--- config.mk ---
export PLATFORM = sky130hd
export DESIGN_NAME = ring_fifo_with_overwrite
export DESIGN_NICKNAME = d
export VERILOG_FILES = /design/src/rfo_pkg.sv /design/src/rfo_cell.sv /design/src/rfo_chain.sv /design/src/rfo_outq.sv /design/src/ring_fifo_with_overwrite.sv
export VERILOG_INCLUDE_DIRS = /design/src /design/src/src
export SDC_FILE = /design/constraint.sdc
export NUM_CORES = 1
export LEC_CHECK = 0
export BUFFER_PORTS_ARGS = -buffer_cell sky130_fd_sc_hd__buf_2
export CAP_MARGIN = 30
export CORE_MARGIN = 5
export CORE_UTILIZATION = 40
export DETAILED_ROUTE_END_ITERATION = 8
export GPL_TIMING_DRIVEN = 0
export MAX_ROUTING_LAYER = met4
export PLACE_DENSITY_LB_ADDON = 0.15
export REMOVE_ABC_BUFFERS = 1
export SETUP_SLACK_MARGIN = 0.15
export SLEW_MARGIN = 20
export SYNTH_ARGS = -nofsm -noshare
export SYNTH_HDL_FRONTEND = slang
export SYNTH_SLANG_ARGS = --single-unit
--- constraint.sdc ---
create_clock -name i_clk -period 7.95 [get_ports i_clk]
set_input_delay 0.3975 -clock i_clk [delete_from_list [all_inputs] [get_ports i_clk]]
set_output_delay 0.3975 -clock i_clk [all_outputs]
set_load 0.05 [all_outputs]
--- src/ring_fifo_with_overwrite_assert.svh ---
// Assertion macros for the overwrite ring FIFO.
`ifndef RING_FIFO_WITH_OVERWRITE_ASSERT_SVH
`define RING_FIFO_WITH_OVERWRITE_ASSERT_SVH

`ifndef SYNTHESIS
// same-cycle implication
`define RFO_ASSERT_NOW(label, ante, cons) \
    label: assert property (@(posedge i_clk) disable iff (!i_rst_n) (ante) |-> (cons)) \
        else $error("rfo assertion failed");
// next-cycle implication
`define RFO_ASSERT_NEXT(label, ante, cons) \
    label: assert property (@(posedge i_clk) disable iff (!i_rst_n) (ante) |=> (cons)) \
        else $error("rfo assertion failed");
`else
`define RFO_ASSERT_NOW(label, ante, cons)
`define RFO_ASSERT_NEXT(label, ante, cons)
`endif

`endif

--- src/rfo_pkg.sv ---
// Shared types and constants for the overwrite ring FIFO.
`timescale 1ns / 1ps

package rfo_pkg;

    localparam int DEPTH_DEFAULT = 64;
    localparam int BYTE_W        = 8;
    localparam int FILL_W        = 7;
    localparam int POS_W         = 6;

    typedef enum logic [1:0] {
        MODE_PUSH     = 2'd0,
        MODE_POP      = 2'd1,
        MODE_PEEK_POS = 2'd2,
        MODE_PEEK_NEW = 2'd3
    } t_mode;

    // per-cycle command broadcast to every cell
    typedef struct packed {
        logic              shift;
        logic              wr;
        logic [BYTE_W-1:0] din;
    } t_cell_ctl;

    // result item, lowest field last so it packs straight into tdata
    typedef struct packed {
        logic              is_empty;
        logic              is_full;
        logic [FILL_W-1:0] fill_level;
        logic [BYTE_W-1:0] data_out;
        logic              ok;
    } t_result;

endpackage

--- src/rfo_cell.sv ---
// One storage cell of the FIFO chain: holds one byte and one read-bus stage.
`timescale 1ns / 1ps

module rfo_cell #(
    parameter int AW  = 6,
    parameter int IDX = 0
) (
    input  logic                      i_clk,
    input  rfo_pkg::t_cell_ctl        i_ctl,
    input  logic [AW-1:0]             i_wr_idx,
    input  logic [AW-1:0]             i_rd_idx,
    input  logic [rfo_pkg::BYTE_W-1:0] i_up_data,
    input  logic [rfo_pkg::BYTE_W-1:0] i_up_bus,
    output logic [rfo_pkg::BYTE_W-1:0] o_data,
    output logic [rfo_pkg::BYTE_W-1:0] o_bus
);
    import rfo_pkg::*;

    logic [BYTE_W-1:0] r_data;
    logic [BYTE_W-1:0] r_bus;

    // shift toward the oldest end, or take the pushed byte at the write slot
    always_ff @(posedge i_clk) begin
        if (i_ctl.shift) begin
            r_data <= i_up_data;
        end else if (i_ctl.wr && (i_wr_idx == AW'(IDX))) begin
            r_data <= i_ctl.din;
        end
    end

    // read bus flows down toward cell 0; the addressed cell injects its byte
    always_ff @(posedge i_clk) begin
        if (i_rd_idx == AW'(IDX)) begin
            r_bus <= r_data;
        end else begin
            r_bus <= i_up_bus;
        end
    end

    assign o_data = r_data;
    assign o_bus  = r_bus;

endmodule

--- src/rfo_chain.sv ---
// Row of storage cells; cell 0 holds the oldest entry.
`timescale 1ns / 1ps

module rfo_chain #(
    parameter int DEPTH = 64,
    parameter int AW    = 6
) (
    input  logic                       i_clk,
    input  rfo_pkg::t_cell_ctl         i_ctl,
    input  logic [AW-1:0]              i_wr_idx,
    input  logic [AW-1:0]              i_rd_idx,
    output logic [rfo_pkg::BYTE_W-1:0] o_head_data,
    output logic [rfo_pkg::BYTE_W-1:0] o_bus
);
    import rfo_pkg::*;

    logic [BYTE_W-1:0] w_data [DEPTH];
    logic [BYTE_W-1:0] w_bus  [DEPTH];

    for (genvar g = 0; g < DEPTH; g++) begin : g_cell
        logic [BYTE_W-1:0] w_up_data;
        logic [BYTE_W-1:0] w_up_bus;

        // top cell takes the pushed byte on an overwrite shift
        if (g == DEPTH - 1) begin : g_top
            assign w_up_data = i_ctl.din;
            assign w_up_bus  = '0;
        end else begin : g_mid
            assign w_up_data = w_data[g+1];
            assign w_up_bus  = w_bus[g+1];
        end

        rfo_cell #(
            .AW  (AW),
            .IDX (g)
        ) u_cell (
            .i_clk     (i_clk),
            .i_ctl     (i_ctl),
            .i_wr_idx  (i_wr_idx),
            .i_rd_idx  (i_rd_idx),
            .i_up_data (w_up_data),
            .i_up_bus  (w_up_bus),
            .o_data    (w_data[g]),
            .o_bus     (w_bus[g])
        );
    end

    assign o_head_data = w_data[0];
    assign o_bus       = w_bus[0];

endmodule

--- src/rfo_outq.sv ---
// Two-entry result queue in front of the output stream.
`timescale 1ns / 1ps

module rfo_outq (
    input  logic             i_clk,
    input  logic             i_rst_n,
    input  logic             i_push,
    input  rfo_pkg::t_result i_item,
    output logic             o_has_room,
    output logic             o_valid,
    output rfo_pkg::t_result o_item,
    input  logic             i_ready
);
    import rfo_pkg::*;

    t_result    r_slot [2];
    logic       r_head;
    logic [1:0] r_cnt;
    logic       n_head;
    logic [1:0] n_cnt;
    logic       w_pop;
    logic       w_wslot;

    assign o_valid    = (r_cnt != 2'd0);
    assign o_has_room = (r_cnt != 2'd2);
    assign o_item     = r_slot[r_head];
    assign w_pop      = o_valid && i_ready;
    assign w_wslot    = r_head ^ r_cnt[0];

    always_comb begin
        n_head = r_head ^ w_pop;
        n_cnt  = r_cnt;
        if (i_push && !w_pop) begin
            n_cnt = r_cnt + 2'd1;
        end else if (!i_push && w_pop) begin
            n_cnt = r_cnt - 2'd1;
        end
    end

    always_ff @(posedge i_clk) begin
        if (!i_rst_n) begin
            r_head <= 1'b0;
            r_cnt  <= 2'd0;
        end else begin
            r_head <= n_head;
            r_cnt  <= n_cnt;
        end
    end

    always_ff @(posedge i_clk) begin
        if (i_push) begin
            r_slot[w_wslot] <= i_item;
        end
    end

endmodule

--- src/ring_fifo_with_overwrite.sv ---
// Top level of the byte FIFO with optional overwrite of the oldest entry.
`timescale 1ns / 1ps

// Byte FIFO of DEPTH entries built as a row of cells, cell 0 always holding
// the oldest byte. A request item carries a mode: push, pop oldest, peek at a
// position counted from the oldest, or peek at the newest byte. Each request
// gives exactly one result item with ok, data, fill level, full and empty.
// Push and pop finish in the cycle the item is accepted (pop shifts the whole
// row one cell toward the head) and their result is registered in the output
// queue, so these run at one item per clock while results are drained. A
// successful peek walks a read bus down the cell row one cell per clock: a
// peek at position p holds the request side off while a walk counter steps up
// to p, then a finish state takes the byte at the bus head as its result; a
// peek at the newest entry counts as position fill level - 1. A refused peek
// finishes at once. Results leave through a two-entry queue, so a new request
// is taken while an earlier result still waits. With overwrite mode set, a
// push into a full FIFO drops the oldest byte and succeeds; otherwise it is
// refused. Fill level is reported modulo 128. Bytes of slots never written are
// never returned.
// Write the mode register only while idle.
module ring_fifo_with_overwrite #(
    parameter int DEPTH = rfo_pkg::DEPTH_DEFAULT
) (
    input  logic        i_clk,
    input  logic        i_rst_n,
    // configuration: overwrite_when_full
    input  logic        i_cfg_valid,
    output logic        o_cfg_ready,
    input  logic        i_cfg_data,
    // request stream
    input  logic        s_axis_tvalid,
    output logic        s_axis_tready,
    input  logic [15:0] s_axis_tdata,  // mode[1:0], data_in[9:2], position[15:10]
    // result stream
    output logic        m_axis_tvalid,
    input  logic        m_axis_tready,
    output logic [23:0] m_axis_tdata   // ok[0], data_out[8:1], fill_level[15:9],
                                       // is_full[16], is_empty[17], zero pad
);
    import rfo_pkg::*;
    `include "ring_fifo_with_overwrite_assert.svh"

    localparam int AW = $clog2(DEPTH);
    localparam int CW = $clog2(DEPTH + 1);
    localparam int PW = (POS_W > CW) ? POS_W : CW;

    typedef enum logic [2:0] {
        ST_IDLE = 3'b001,
        ST_WALK = 3'b010,   // read bus travelling toward cell 0
        ST_FIN  = 3'b100    // bus head holds the peeked byte
    } t_state;

    t_state      r_state, n_state;
    logic [CW-1:0] r_count, n_count;
    logic [AW-1:0] r_tgt, n_tgt;
    logic [AW-1:0] r_walk, n_walk;
    logic        r_ovw;

    t_mode       w_mode;
    logic [BYTE_W-1:0] w_din;
    logic [POS_W-1:0]  w_pos;
    logic        w_acc;
    logic        w_full;
    logic        w_empty;
    logic        w_room;
    logic        w_push_ok;
    t_cell_ctl   w_ctl;
    logic [AW-1:0] w_wr_idx;
    logic [BYTE_W-1:0] w_head_data;
    logic [BYTE_W-1:0] w_bus;
    logic        w_q_push;
    t_result     w_res;
    t_result     w_out;

    assign w_mode  = t_mode'(s_axis_tdata[1:0]);
    assign w_din   = s_axis_tdata[9:2];
    assign w_pos   = s_axis_tdata[15:10];
    assign w_full  = (r_count == CW'(DEPTH));
    assign w_empty = (r_count == '0);
    assign w_acc   = s_axis_tvalid && s_axis_tready;
    assign w_wr_idx = AW'(r_count);
    assign w_push_ok = w_acc && (w_mode == MODE_PUSH) && !w_full;

    assign s_axis_tready = (r_state == ST_IDLE) && w_room;
    assign o_cfg_ready   = 1'b1;

    always_comb begin
        n_state   = r_state;
        n_count   = r_count;
        n_tgt     = r_tgt;
        n_walk    = r_walk;
        w_ctl     = '{shift: 1'b0, wr: 1'b0, din: w_din};
        w_q_push  = 1'b0;
        w_res     = '0;

        case (r_state)
            ST_IDLE: begin
                if (w_acc) begin
                    w_q_push = 1'b1;
                    case (w_mode)
                        MODE_PUSH: begin
                            if (!w_full) begin
                                w_ctl.wr   = 1'b1;
                                n_count    = r_count + CW'(1);
                                w_res.ok   = 1'b1;
                            end else if (r_ovw) begin
                                // drop oldest, new byte lands in the top cell
                                w_ctl.shift = 1'b1;
                                w_res.ok    = 1'b1;
                            end
                        end
                        MODE_POP: begin
                            if (!w_empty) begin
                                w_ctl.shift    = 1'b1;
                                n_count        = r_count - CW'(1);
                                w_res.ok       = 1'b1;
                                w_res.data_out = w_head_data;
                            end
                        end
                        MODE_PEEK_POS: begin
                            if (PW'(w_pos) < PW'(r_count)) begin
                                w_q_push = 1'b0;
                                n_tgt    = AW'(w_pos);
                                n_walk   = '0;
                                n_state  = ST_WALK;
                            end
                        end
                        MODE_PEEK_NEW: begin
                            if (!w_empty) begin
                                w_q_push = 1'b0;
                                n_tgt    = AW'(r_count - CW'(1));
                                n_walk   = '0;
                                n_state  = ST_WALK;
                            end
                        end
                        default: begin
                        end
                    endcase
                end
            end
            ST_WALK: begin
                if (r_walk == r_tgt) begin
                    n_state = ST_FIN;
                end else begin
                    n_walk = r_walk + AW'(1);
                end
            end
            ST_FIN: begin
                w_q_push       = 1'b1;
                w_res.ok       = 1'b1;
                w_res.data_out = w_bus;
                n_state        = ST_IDLE;
            end
            default: begin
                n_state = ST_IDLE;
            end
        endcase

        w_res.fill_level = FILL_W'(n_count);
        w_res.is_full    = (n_count == CW'(DEPTH));
        w_res.is_empty   = (n_count == '0);
    end

    always_ff @(posedge i_clk) begin
        if (!i_rst_n) begin
            r_state <= ST_IDLE;
            r_count <= '0;
            r_ovw   <= 1'b0;
        end else begin
            r_state <= n_state;
            r_count <= n_count;
            if (i_cfg_valid) begin
                r_ovw <= i_cfg_data;
            end
        end
    end

    // peek address and walk counter
    always_ff @(posedge i_clk) begin
        r_tgt  <= n_tgt;
        r_walk <= n_walk;
    end

    rfo_chain #(
        .DEPTH (DEPTH),
        .AW    (AW)
    ) u_chain (
        .i_clk       (i_clk),
        .i_ctl       (w_ctl),
        .i_wr_idx    (w_wr_idx),
        .i_rd_idx    (r_tgt),
        .o_head_data (w_head_data),
        .o_bus       (w_bus)
    );

    rfo_outq u_outq (
        .i_clk      (i_clk),
        .i_rst_n    (i_rst_n),
        .i_push     (w_q_push),
        .i_item     (w_res),
        .o_has_room (w_room),
        .o_valid    (m_axis_tvalid),
        .o_item     (w_out),
        .i_ready    (m_axis_tready)
    );

    assign m_axis_tdata = {6'd0, w_out};

    `RFO_ASSERT_NOW(a_count_bound, 1'b1, r_count <= CW'(DEPTH))
    `RFO_ASSERT_NEXT(a_push_grows, w_push_ok, r_count == CW'($past(r_count) + CW'(1)))
    `RFO_ASSERT_NEXT(a_walk_holds, r_state == ST_WALK, $stable(r_count))
    `RFO_ASSERT_NOW(a_flags_excl, m_axis_tvalid, !(m_axis_tdata[16] && m_axis_tdata[17]))

endmodule

* Word-level counts from Yosys, hierarchy flattened
Memories as Yosys holds them, arrays and structs flattened. A register that Yosys moved wholly into a read port is not among the register bits.
Index checks and enable logic that the tools add are counted.
** Storage, ports and cells
- Bits in writable memories :: 36
- Logic and storage cells :: 670
- Bits in registers :: 1050
- Memories kept :: 1
- Input port bits :: 22
- Output and inout port bits :: 27
** Operators by class
- Reduce and logical (&&, ||, !) cells :: 147
- Equal/unequal tests :: 144
- Mux-type cells :: 235
- $lt $le $gt $ge :: 1
- Add/sub/neg operators :: 5
- Bitwise logic cells :: 2
** Memories
- u_outq.r_slot :: words 2, width 18, rd ports 1, clocked after memory_dff 1, wr ports 1, RTL line rfo_outq.sv:16 : t_result r_slot [2];
** Operators by type and width (count)
- $mux W8 :: 192
- $eq A6 B6 Y1 const B :: 64
- $eq A6 B5 Y1 const B :: 32
- $reduce_bool A2 Y1 :: 68
- $eq A6 B4 Y1 const B :: 16
- $logic_and A1 B1 Y1 :: 69
- $eq A6 B3 Y1 const B :: 8
- $mux W6 :: 6
- $pmux W6 S2 :: 3
- $mux W7 :: 4
- $eq A6 B2 Y1 const B :: 4
- $mux W9 :: 2
- $pmux W9 S2 :: 1
- $eq A7 B7 Y1 const B :: 2
- $logic_not A7 Y1 :: 2
- $pmux W7 S2 :: 1
- $eq A6 B1 Y1 const B :: 2
- $logic_not A6 Y1 :: 2
- $mux W1 :: 12
- $mux W3 :: 4
- $ne A2 B2 Y1 const B :: 6
- $pmux W3 S2 :: 2
- $reduce_and A5 Y1 :: 2
- $mux W2 :: 4
- other kinds (19) :: 26

* Depth between registers and ports, before layout
Gate-level depths: netlist of run 1.
- Depth in word-level cells :: 9
- Depth in mapped cells :: 13
- Mapped depth without buffers :: 12

* Cells and area by module
Synthesis of run 1 repeated with hierarchy kept, for this count alone.
** Unflattened totals
- Cell total of the unflattened synthesis :: 2745
- Area, all modules :: 44517.7 um^2
** By module, submodules not included
- rfo_cell (u_chain.g_cell[11].u_cell ...) :: cells an instance 38, instances 14, sequential area each 400.4 um^2, area an instance 649.4 um^2
- rfo_cell (u_chain.g_cell[21].u_cell ...) :: cells an instance 38, instances 8, sequential area each 400.4 um^2, area an instance 641.9 um^2
- rfo_cell (u_chain.g_cell[28].u_cell ...) :: cells an instance 38, instances 6, sequential area each 400.4 um^2, area an instance 648.1 um^2
- rfo_cell (u_chain.g_cell[23].u_cell ...) :: cells an instance 40, instances 5, sequential area each 400.4 um^2, area an instance 636.9 um^2
- rfo_cell (u_chain.g_cell[10].u_cell ...) :: cells an instance 38, instances 4, sequential area each 400.4 um^2, area an instance 653.1 um^2
- rfo_cell (u_chain.g_cell[29].u_cell ...) :: cells an instance 39, instances 4, sequential area each 400.4 um^2, area an instance 650.6 um^2
- rfo_cell (u_chain.g_cell[3].u_cell ...) :: cells an instance 39, instances 3, sequential area each 400.4 um^2, area an instance 636.9 um^2
- rfo_cell (u_chain.g_cell[48].u_cell ...) :: cells an instance 39, instances 3, sequential area each 400.4 um^2, area an instance 630.6 um^2
- ring_fifo_with_overwrite :: cells an instance 205, instances 1, sequential area each 580.6 um^2, area an instance 1814.2 um^2
- rfo_outq :: cells an instance 78, instances 1, sequential area each 1161.1 um^2, area an instance 1507.7 um^2
- rfo_cell (u_chain.g_cell[19].u_cell ...) :: cells an instance 40, instances 2, sequential area each 400.4 um^2, area an instance 661.9 um^2
- rfo_cell (u_chain.g_cell[55].u_cell ...) :: cells an instance 40, instances 2, sequential area each 400.4 um^2, area an instance 654.4 um^2
- rfo_cell (u_chain.g_cell[1].u_cell ...) :: cells an instance 39, instances 2, sequential area each 400.4 um^2, area an instance 648.1 um^2
- rfo_cell (u_chain.g_cell[31].u_cell ...) :: cells an instance 37, instances 2, sequential area each 400.4 um^2, area an instance 635.6 um^2
- 8 more rows

* Worst setup path before layout of run 1
No wires, ideal clock.
- Path kind :: reg-to-reg
- Start point :: register u_outq.r_cnt[0]
- End point :: memory u_outq.r_slot[0][0] (netlist name), enable pin
- Cell stages (with the launch flop) :: 6
- Path buffers :: 0
- Period minus slack after synthesis :: 3.384 ns
- Arrival time :: 2.989 ns
- Required time :: 7.555 ns
- Path slack :: 4.566 ns
- Setup time :: 0.395 ns
- Cell sequence :: dfxtp_1 -> nand2b_1 -> nand2_1 -> nor3_1 -> a31oi_1 -> nor2b_1
** Between the ends
- Word-level cells in the longest chain between the ends :: 7
- Elaborated cells between the ends (all ways) :: 8
- Classes of those cells :: 1 x eq/ne; 4 x mux; 1 x bitwise; 2 x reduce/logical
** RTL lines
- start, declared :: RTL line rfo_outq.sv:18 : logic [1:0] r_cnt;
- start signal, assigned :: RTL line rfo_outq.sv:46 : r_cnt <= n_cnt;
- $ne A2 B2 Y1 :: RTL line rfo_outq.sv:25 : assign o_has_room = (r_cnt != 2'd2);
- $logic_and A1 B1 Y1 :: RTL line ring_fifo_with_overwrite.sv:84 : assign s_axis_tready = (r_state == ST_IDLE) && w_room;
- named net s_axis_tready :: RTL line ring_fifo_with_overwrite.sv:32 : output logic s_axis_tready,
- $logic_and A1 B1 Y1 :: RTL line ring_fifo_with_overwrite.sv:80 : assign w_acc = s_axis_tvalid && s_axis_tready;
- $mux W1 :: RTL line ring_fifo_with_overwrite.sv:98 : if (w_acc) begin
- $pmux W1 S2 :: RTL line ring_fifo_with_overwrite.sv:96 : case (r_state)
- $mux W1 :: RTL line rfo_outq.sv:51 : if (i_push) begin
- $mux W1 (implied by the code) :: RTL line rfo_outq.sv:52 : r_slot[w_wslot] <= i_item;
- end, declared :: RTL line rfo_outq.sv:16
The timed path passes the listed nets, and every way through them passes these cells.

* Worst setup path after layout of run 1
- Start point :: register r_count[0]
- End point :: register u_chain.g_cell[62].u_cell.r_data[3] (data pin)
** Between the ends
- Word-level cells in the longest chain between the ends :: 6
- Elaborated cells between the ends (all ways) :: 8
- Classes of those cells :: 1 x eq/ne; 6 x mux; 1 x reduce/logical
** RTL lines
- start, declared :: RTL line ring_fifo_with_overwrite.sv:54 : logic [CW-1:0] r_count, n_count;
- start signal, assigned :: RTL line ring_fifo_with_overwrite.sv:171 : r_count <= n_count;
- $eq A7 B7 Y1 / $logic_not A7 Y1 (equally long branches) :: RTL line ring_fifo_with_overwrite.sv:78, ring_fifo_with_overwrite.sv:79
- $mux W1, on equally long branches :: RTL line ring_fifo_with_overwrite.sv:102, ring_fifo_with_overwrite.sv:113
- $pmux W1 S2 (*) :: RTL line ring_fifo_with_overwrite.sv:100 : case (w_mode)
- $mux W2 (*) :: RTL line ring_fifo_with_overwrite.sv:98
- $mux W2 (*) :: RTL line ring_fifo_with_overwrite.sv:96
- $mux W8 (*) :: RTL line rfo_cell.sv:24 : if (i_ctl.shift) begin
- end signal, assigned :: RTL line rfo_cell.sv:25 : r_data <= i_up_data;
- end signal, assigned :: RTL line rfo_cell.sv:27 : r_data <= i_ctl.din;
- end, declared :: RTL line rfo_cell.sv:19 : logic [BYTE_W-1:0] r_data;
Mark *: on every way between the ends. The rest lies on a longest branch, timed or not.
A chain may end at the register's enable or synchronous reset.

==> summary.txt, run 1 <==
Final Skew = 0.0209 ns
post-route antenna net violation count = 0
Post-Syn Instances = 2656
syn_area_per_cell = 15.2 um^2
TritonCTS Buffers = 114
Placed Area = 0.0420 mm^2
Synth Area in Adders = 0.372%
die height = 328 um
Final Slew Violations = 0
xor-xnor portion of the synthesized cell area = 0.434%
core box area = 0.100 mm^2
reg-to-reg startpoint = r_count[0]$_SDFF_PN0_
gp weighted congestion = 0.823
Top Family by Delay on Critical Path = buffers and inverters
H-tree depth = 3
area grow syn2layout = 13.5%
1st-iter DRT viols = 1202
Die W = 328 um
crit path time final = 3.95 ns
Antenna Diode Count = 0
total clock sinks = 1087
Final Hold Fails = 0
Worst-Margin Slew = 0.980 ns
sequential fraction of the synthesis area = 67.8%
Post-Place Setup Slack = 3.98 ns
WL per Instance = 20.4 um
critical path's largest stage delay = 0.57 ns
cell chosen for the clock root = clkbuf_16
reg2reg path depth = 14
initial antenna violation count = 0
outcome = complete, no violations
net count reported at finish = 2792
Critical path buffers and inverters = 9
final WL = 85000 um
grt total ovfl = 0
reg2reg end = u_chain.g_cell[62].u_cell.o_data[3]$_DFFE_PP_
ys flop type = edfxtp_1
largest family of logic cells by synthesized area = multiplexers
CTS tree = done
IO Count = 49
Synth Register Bits = 1087
Startpoint Class = flop
Critical Path RT = 8.51 ns
Hold Path Class = in -> reg
Starting Density = 40.3%
Non-Filler Instances = 4158
Slowest cell on crit path = dfxtp_1
drt drc = 0
crit path cell chain = inv_1 -> ha_1 -> or3b_1 -> nor2_1 -> nor3_2 -> buf_4 -> buf_4 -> buf_4 -> buf_4 -> buf_4 -> buf_6 -> buf_4 -> buf_4 -> a21o_1
Design Power = 13.9 mW
RSZ-0062 raised after global routing = false
# Max-Cap Violations = 0
async set or reset register ratio after synthesis = 0%
Critical Path AT = 4.52 ns
Hold Crit Depth = 2
largest net degree at the start of global routing = 46
first-pass GRT wire length = 135000 um
post-synthesis compound-gate area fraction = 11.0%
fmax = 253 MHz
PostCTS Resize Cnt = 0
Cell Area, Synth = 0.0404 mm^2
relative slew slack = 34.4%
Yosys cell types = 54
leakage power = 19.2 nW
CP endpoint kind = flop
WHS Endpoint = r_state[1]$_SDFFE_PN0P_
hold_sp = i_rst_n
Final Cycle Share = 49.7%
# rows = 116
flop2flop setup slack = 4.00 ns
final worst slack = 4.00 ns
simple-gate area share of the yosys netlist = 2.80%
CTS clk-pin slew, worst paths = 0.06 ns
Clock Latency Late Sink = 0.69 ns
fillcell total = 8828
die area = 0.107 mm^2
vias per cell = 5.16
WS Path Type = reg -> reg
GRT Util Overall = 16.3%
First-pass DRT Iterations = 6
Synth Warn # = 0
port bufs = 41
vias in the first global route = 23726
post-route cell area = 0.0458 mm^2
Post-synth EDFFs = 560
Max FO, Critical Path = 13
P per Cell Area = 304 mW/mm^2
multiplexer share of the synthesized area = 14.6%
worst vdd ir = 0.000176 V
Final setup viols = 0
DR vias = 21468
share of cells above drive strength 1 = 30.7%
Layout Utilization = 45.7%
Final HPWL DP = 59200 um
CP dominant cell by count = buf_4
Clock Path Buffers = 3
Placed Cells = 3928
==> layer usage <==
layer	global-route usage, %	part of all wire (%)
met2	27.9	50
met5	-	0
met1	20.1	44
met4	4.71	2.8
met3	2.55	3.0
==> cells by family after synthesis <==
logic type | count (synthesis)
muxes | 525
AOI/OAI and AO/OA | 615
buffers and inverters | 175
and+or+nand+nor | 220
DFF | 1087
other | 2
xor gates and xnor gates | 20
adders and majority gates | 12
==> cell usage in the layout, fill, tap and decap left out, types with 8 or more instances in the layout <==
master	count
a21o_1	507
a22o_1	8
and2_1	17
and2_4	8
buf_2	49
buf_4	59
buf_6	15
clkbuf_1	27
clkbuf_16	114
clkbuf_8	16
clkinv_1	22
clkinv_2	23
dfxtp_1	527
dlygate4sd3_1	10
edfxtp_1	560
ha_1	12
inv_1	14
mux2_2	524
nand2_1	72
nand2b_1	10
nand3_1	10
nor2_1	32
nor2_2	17
nor2b_1	8
o21ai_0	13
o21ai_1	54
xnor2_1	13
==> stage by stage <==
step,TNS (ns),hold WS (ns)
final,0,0.0619
after global routing,0,0.0445
after CTS,0,0.0142
after detailed placement,0,0.440
after global placement,-,0.438
after floorplan,-9716.80,0.433
==> final cells by class <==
cell class	instances	area [um^2]	share of cell area [%]
Multi-Input combinational cell	1399	11900	26.0
Clock inverter	61	523	1.14
Sequential cell	1087	27400	59.7
Clock buffer	157	3170	6.93
Tap cell	1298	1620	3.54
Inverter	14	52.6	0.115
Timing Repair Buffer	142	1150	2.52
==> state kept, by name, summed over array words and instances (netlist names), named ones only <==
name and count:
r_count 7, r_ovw 1, r_state 3, r_tgt 6, r_walk 6, u_chain.g_cell.u_cell.o_bus 512
u_chain.g_cell.u_cell.o_data 512, u_outq.r_cnt 2, u_outq.r_head 1, u_outq.r_slot 36
==> synthesized netlist by cell type, drive strengths merged, types with 2 or more instances <==
| master | n | area share, % |
|---|---|---|
| a21o | 507 | 9.4 |
| a21oi | 6 | 0.074 |
| a22o | 8 | 0.17 |
| a31oi | 6 | 0.093 |
| a41oi | 2 | 0.043 |
| and2 | 25 | 0.39 |
| and3 | 5 | 0.078 |
| buf | 122 | 2.4 |
| clkbuf | 39 | 0.36 |
| conb | 2 | 0.019 |
| dfxtp | 527 | 26 |
| edfxtp | 560 | 42 |
| ha | 12 | 0.37 |
| inv | 14 | 0.13 |
| mux2 | 524 | 15 |
| nand2 | 72 | 0.67 |
| nand2b | 10 | 0.16 |
| nand3 | 10 | 0.12 |
| nand4 | 2 | 0.031 |
| nor2 | 49 | 0.55 |
| nor2b | 9 | 0.14 |
| nor3 | 12 | 0.15 |
| nor3b | 3 | 0.068 |
| nor4 | 5 | 0.078 |
| o21ai | 72 | 0.90 |
| o31ai | 3 | 0.056 |
| or2 | 7 | 0.11 |
| or3 | 4 | 0.062 |
| xnor2 | 13 | 0.28 |
| xor2 | 7 | 0.15 |
==> where the power goes <==
group | switching, mW | internal [mW]
registers | 0.263 | 6.79
clock network | 2.16 | 2.99
logic | 0.951 | 0.794
total | 3.37 | 10.6
==> worst max-delay path by stage <==
stage,startpoint,end,slack [ns],cells after the start
2_1_floorplan,r_count[0]$_SDFF_PN0_,u_chain.g_cell[0].u_cell.o_data[0]$_DFFE_PP_,-19.28,6
3_3_place_gp,r_count[0]$_SDFF_PN0_,u_chain.g_cell[52].u_cell.o_data[0]$_DFFE_PP_,-38.82,6
3_5_place_dp,r_count[0]$_SDFF_PN0_,u_chain.g_cell[62].u_cell.o_data[3]$_DFFE_PP_,3.98,14
4_1_cts,r_count[0]$_SDFF_PN0_,u_chain.g_cell[62].u_cell.o_data[3]$_DFFE_PP_,3.97,14
5_1_grt,r_count[0]$_SDFF_PN0_,u_chain.g_cell[62].u_cell.o_data[3]$_DFFE_PP_,3.73,14
6_report,r_count[0]$_SDFF_PN0_,u_chain.g_cell[62].u_cell.o_data[3]$_DFFE_PP_,4.00,14
==> what timing repair did <==
action	4_1_cts	5_1_grt
setup buffers	0	0
hold buffers	10	0
hold endpoints to repair	9	0
Power figures use the tool's default switching activity.
==> run 2, diff against run 1 <==
==> constraint.sdc (replaced) <==
create_clock -name i_clk -period 3.9 [get_ports i_clk]
set_input_delay 0.195 -clock i_clk [delete_from_list [all_inputs] [get_ports i_clk]]
set_output_delay 0.195 -clock i_clk [all_outputs]
set_load 0.05 [all_outputs]
==> summary.txt, run 2 (synthesis gave the netlist of run 1 again) <==
Hold Path Class = in -> reg
CTS tree = done
Critical Path AT = 3.89 ns
Sw Ratio = 24.2%
Startpoint Class = flop
drt drc = 0
post-route cell area = 0.0459 mm^2
grt total ovfl = 0
first-pass GRT wire length = 135000 um
Critical Path RT = 4.21 ns
Post-Place Setup Slack = -0.0727 ns
Post-CTS Setup Inserts = 0
First-pass DRT Iterations = 5
CTS clk-pin slew, worst paths = 0.06 ns
fmax = 279 MHz
vias in the first global route = 23763
crit path time final = 3.58 ns
Final Cycle Share = 91.9%
largest net degree at the start of global routing = 46
GRT Util Overall = 16.3%
final worst slack = 0.315 ns
Placed Area = 0.0420 mm^2
Final Hold Fails = 0
clock network power share = 36.9%
die height = 328 um
P per Cell Area = 620 mW/mm^2
WL per Instance = 20.4 um
Layout Utilization = 45.9%
Critical path buffers and inverters = 1
TritonCTS Buffers = 114
Placed Cells = 3928
Clock Path Buffers = 3
relative slew slack = 34.4%
Final HPWL DP = 59200 um
Int Power = 21.6 mW
RSZ-0062 raised after global routing = true
Final Skew = 0.0216 ns
Top Family by Delay on Critical Path = compound AO/OA/AOI/OAI gates
Die W = 328 um
post-route antenna net violation count = 0
cell chosen for the clock root = clkbuf_16
gp weighted congestion = 0.823
1st-iter DRT viols = 1151
final WL = 85200 um
Clock Latency Late Sink = 0.69 ns
Slowest cell on crit path = o21ai_1
die area = 0.107 mm^2
core box area = 0.100 mm^2
area grow syn2layout = 13.8%
Non-Filler Instances = 4167
DR vias = 21517
Logic pwr share = 12.6%
Antenna Diode Count = 0
CP endpoint kind = flop
crit path cell chain = inv_1 -> ha_1 -> nor3b_4 -> a31o_2 -> nor2_1 -> nand3_1 -> o21ai_1
Seq pwr share = 50.5%
initial antenna violation count = 0
Max FO, Critical Path = 16
leakage power = 19.2 nW
net count reported at finish = 2801
H-tree depth = 3
P_sw = 6.89 mW
# rows = 116
Final Slew Violations = 0
final setup TNS = 0 ns
WS Path Type = reg -> reg
most frequent cells in the layout = edfxtp_1 (560), dfxtp_1 (525), mux2_2 (524)
worst vdd ir = 0.000357 V
vias per cell = 5.16
Final setup viols = 0
share of cells above drive strength 1 = 30.8%
port bufs = 41
commonest non-fill, non-tap cell in the layout = edfxtp_1
Worst-Margin Slew = 0.980 ns
# Max-Cap Violations = 0
Starting Density = 40.3%
critical path's largest stage delay = 0.96 ns
total clock sinks = 1087
IO Count = 49
outcome = complete, no violations
run 2: cell types whose count changed in the layout (fill, tap and decap cells not counted):
cell,change
buf_4,-1
buf_6,+1
dfxtp_1,-2
dfxtp_2,+2
dlygate4sd3_1,+9
nor3b_2,-1
nor3b_4,+1
o21ai_1,-4
o21ai_2,+4
or3b_1,-1
or3b_4,+1
run 2: path summary, 6_finish.rpt:
| path | startpoint | endpoint | slack (ns) | depth (start not counted) |
|---|---|---|---|---|
| setup / recovery | r_count[0]$_SDFF_PN0_ | u_chain.g_cell[45].u_cell.o_data[6]$_DFFE_PP_ | 0.32 | 7 |
| hold / removal | s_axis_tvalid | r_tgt[4]$_DFFE_PP_ | 0.05 | 3 |
| setup reg to reg | r_count[0]$_SDFF_PN0_ | u_chain.g_cell[45].u_cell.o_data[6]$_DFFE_PP_ | 0.32 | 7 |
| hold reg to reg | u_chain.g_cell[14].u_cell.o_bus[1]$_DFF_P_ | u_chain.g_cell[13].u_cell.o_bus[1]$_DFF_P_ | 0.44 | 1 |
run 2: what timing repair did:
action / 4_1_cts / 5_1_grt
gates resized for setup: 7 / 5
pin swaps: 0 / 0
endpoints found under the setup margin: 148 / 127
hold endpoints to repair: 28 / 0
hold buffers: 19 / 0
run 2: power groups by stage:
stage	clock [mW]	sequential, mW	combinational (mW)
final	10.5	14.4	3.58
after global routing	11.3	14.5	3.92
after CTS	10.8	14.4	3.64
after detailed placement	0	14.6	3.59
after global placement	0	14.6	3.55
after floorplan	0	14.4	2.77
run 2: worst register-to-register path: cells and delay by family, from the launching register on:
kind | cells | cell delay, ns
compound gates | 2 | 1.26
buf+inv | 1 | 0.14
fa+ha+maj | 1 | 0.28
flops | 1 | 0.46
simple gates | 3 | 1.07
run 2: layout make-up:
| type | count | area [um^2] |
|---|---|---|
| tap | 1298 | 1620 |
| clock buffer | 157 | 3170 |
| multi-input combinational | 1399 | 11900 |
| sequential | 1087 | 27400 |
| clock inverter | 61 | 523 |
| fill | 8818 | 54200 |
| timing repair buffer | 151 | 1250 |
| inverter | 14 | 52.6 |
run 2: routing by layer:
metal	share of wire, %	global-route usage, %
met4	2.8	4.71
met1	44	20.1
met2	50	28.0
met3	3.0	2.55
met5	0	-
run 2: stage by stage:
| step | hold slack, ns | total power, mW |
|---|---|---|
| 2_1_floorplan | 0.294 | 17.2 |
| 3_3_place_gp | 0.385 | 18.1 |
| 3_5_place_dp | 0.388 | 18.2 |
| 4_1_cts | 0.00969 | 28.8 |
| 5_1_grt | 0.0344 | 29.7 |
| 6_report | 0.0474 | 28.5 |
==> run 3, diff against run 2 <==
--- a/config.mk
+++ b/config.mk
@@ -9,7 +9,7 @@
 export BUFFER_PORTS_ARGS = -buffer_cell sky130_fd_sc_hd__buf_2
 export CAP_MARGIN = 30
 export CORE_MARGIN = 5
-export CORE_UTILIZATION = 40
+export CORE_UTILIZATION = 55
 export DETAILED_ROUTE_END_ITERATION = 8
 export GPL_TIMING_DRIVEN = 0
 export MAX_ROUTING_LAYER = met4
==> constraint.sdc (replaced) <==
create_clock -name i_clk -period 3.9 [get_ports i_clk]
set_input_delay 0.39 -clock i_clk [delete_from_list [all_inputs] [get_ports i_clk]]
set_output_delay 0.39 -clock i_clk [all_outputs]
set_load 0.05 [all_outputs]
==> summary.txt, run 3 (synthesis gave the netlist of run 1 again) <==
outcome = complete, no violations
Non-Filler Instances = 3791
Final Cycle Share = 91.7%
CTS clk-pin slew, worst paths = 0.06 ns
# Max-Cap Violations = 0
Hold Path Class = in -> reg
Design Power = 28.5 mW
Post-CTS Setup Inserts = 0
# rows = 99
final WL = 82900 um
port bufs = 41
leakage power = 19.1 nW
Clock Path Buffers = 3
largest net degree at the start of global routing = 69
crit path time final = 3.58 ns
relative slew slack = 35.7%
cell chosen for the clock root = clkbuf_16
GRT Util Overall = 21.7%
post-route cell area = 0.0453 mm^2
hold_sp = i_cfg_valid
die height = 281 um
Worst-Margin Slew = 0.960 ns
core box area = 0.0728 mm^2
TritonCTS Buffers = 105
RSZ-0062 raised after global routing = true
area grow syn2layout = 12.3%
First-pass DRT Iterations = 5
Critical Path AT = 3.85 ns
initial antenna violation count = 1
first-pass GRT wire length = 131000 um
Placed Cells = 3578
post-route antenna net violation count = 0
Startpoint Class = flop
CP endpoint kind = flop
CTS tree = done
reg-to-reg startpoint = r_count[0]$_SDFF_PN0_
Placed Area = 0.0415 mm^2
IO Count = 49
gp weighted congestion = 0.871
WL per Instance = 21.9 um
vias in the first global route = 23263
Final Slew Violations = 0
share of cells above drive strength 1 = 31.2%
1st-iter DRT viols = 1245
Final Hold Fails = 0
Final Skew = 0.0179 ns
Final setup viols = 0
grt total ovfl = 0
Max FO, Critical Path = 16
total clock sinks = 1087
net count reported at finish = 2771
Critical Path RT = 4.18 ns
WS Path Type = reg -> reg
commonest non-fill, non-tap cell in the layout = edfxtp_1
vias per cell = 5.67
crit path from = r_count[0]$_SDFF_PN0_
Final HPWL DP = 55900 um
H-tree depth = 3
fmax = 280 MHz
die area = 0.0789 mm^2
Clock Latency Late Sink = 0.67 ns
P per Cell Area = 628 mW/mm^2
worst vdd ir = 0.000446 V
DR vias = 21499
drt drc = 0
Starting Density = 55.4%
Die W = 281 um
most frequent cells in the layout = edfxtp_1 (560), dfxtp_1 (527), mux2_2 (524)
run 3: cell types whose count changed in the layout (fill, tap and decap cells not counted), moves of 5 or more:
cell,change
o21ai_1,-5
o21ai_2,+5
clkbuf_1,-10
dlygate4sd3_1,-10
clkinv_1,-13
clkbuf_16,-5
clkinv_2,+6
bufinv_16,+7
buf_4,-18
run 3: per-stage QoR:
stage                     utilization (%)  worst slack [ns]  hold slack [ns]  TNS [ns]
after floorplan                         -            -23.33            0.433         -
final                                62.2             0.325           0.0412         0
after global routing                 62.2            0.0591           0.0379         0
after global placement               55.8            -40.62            0.438         -
after CTS                            62.1           -0.0154           0.0115    -0.108
after detailed placement             57.0            -0.223            0.438     -2.87
run 3: layer usage:
| layer | up-vias | track usage (%) | wire, um |
|---|---|---|---|
| met5 | - | - | 0 |
| met4 | 0 | 6.94 | 2800 |
| li1 | 9960 | - | - |
| met1 | 10931 | 27.4 | 35300 |
| met3 | 176 | 4.05 | 3600 |
| met2 | 432 | 35.9 | 41200 |
run 3: final cells by class:
type	instances	area, um^2
Multi-Input combinational cell	1399	12000
Clock inverter	61	678
Timing Repair Buffer	130	1080
Fill cell	5396	27500
Clock buffer	139	2970
Sequential cell	1087	27400
Tap cell	959	1200
Inverter	14	52.6
Antenna cell	2	5.00
run 3: worst paths after layout:
check / to / slack (ns) / depth (start not counted)
setup / recovery: u_chain.g_cell[20].u_cell.o_data[1]$_DFFE_PP_ / 0.32 / 7
hold / removal: r_ovw$_SDFFE_PN0P_ / 0.04 / 3
hold reg to reg: u_chain.g_cell[12].u_cell.o_bus[4]$_DFF_P_ / 0.45 / 1
setup reg to reg: u_chain.g_cell[20].u_cell.o_data[1]$_DFFE_PP_ / 0.32 / 7
run 3: critical path, cell delays in order (launching register included):
cell and delay, ns:
dfxtp_1 0.57, inv_1 0.17, ha_1 0.28, nor3b_2 0.21
a31o_2 0.30, nor3_1 0.28, nand2_1 0.50, o21ai_1 0.87
run 3: timing repair:
action / in CTS / in global routing
gates resized for setup: 7 / 18
setup endpoints to repair: 149 / 377
hold endpoints to repair: 9 / 0
hold buffers: 9 / 0
run 3: power by group:
group	switching, mW	internal [mW]	leakage (nW)
clock	4.26	6.24	1.80
combinational	1.95	1.62	7.89
sequential	0.560	13.8	9.44
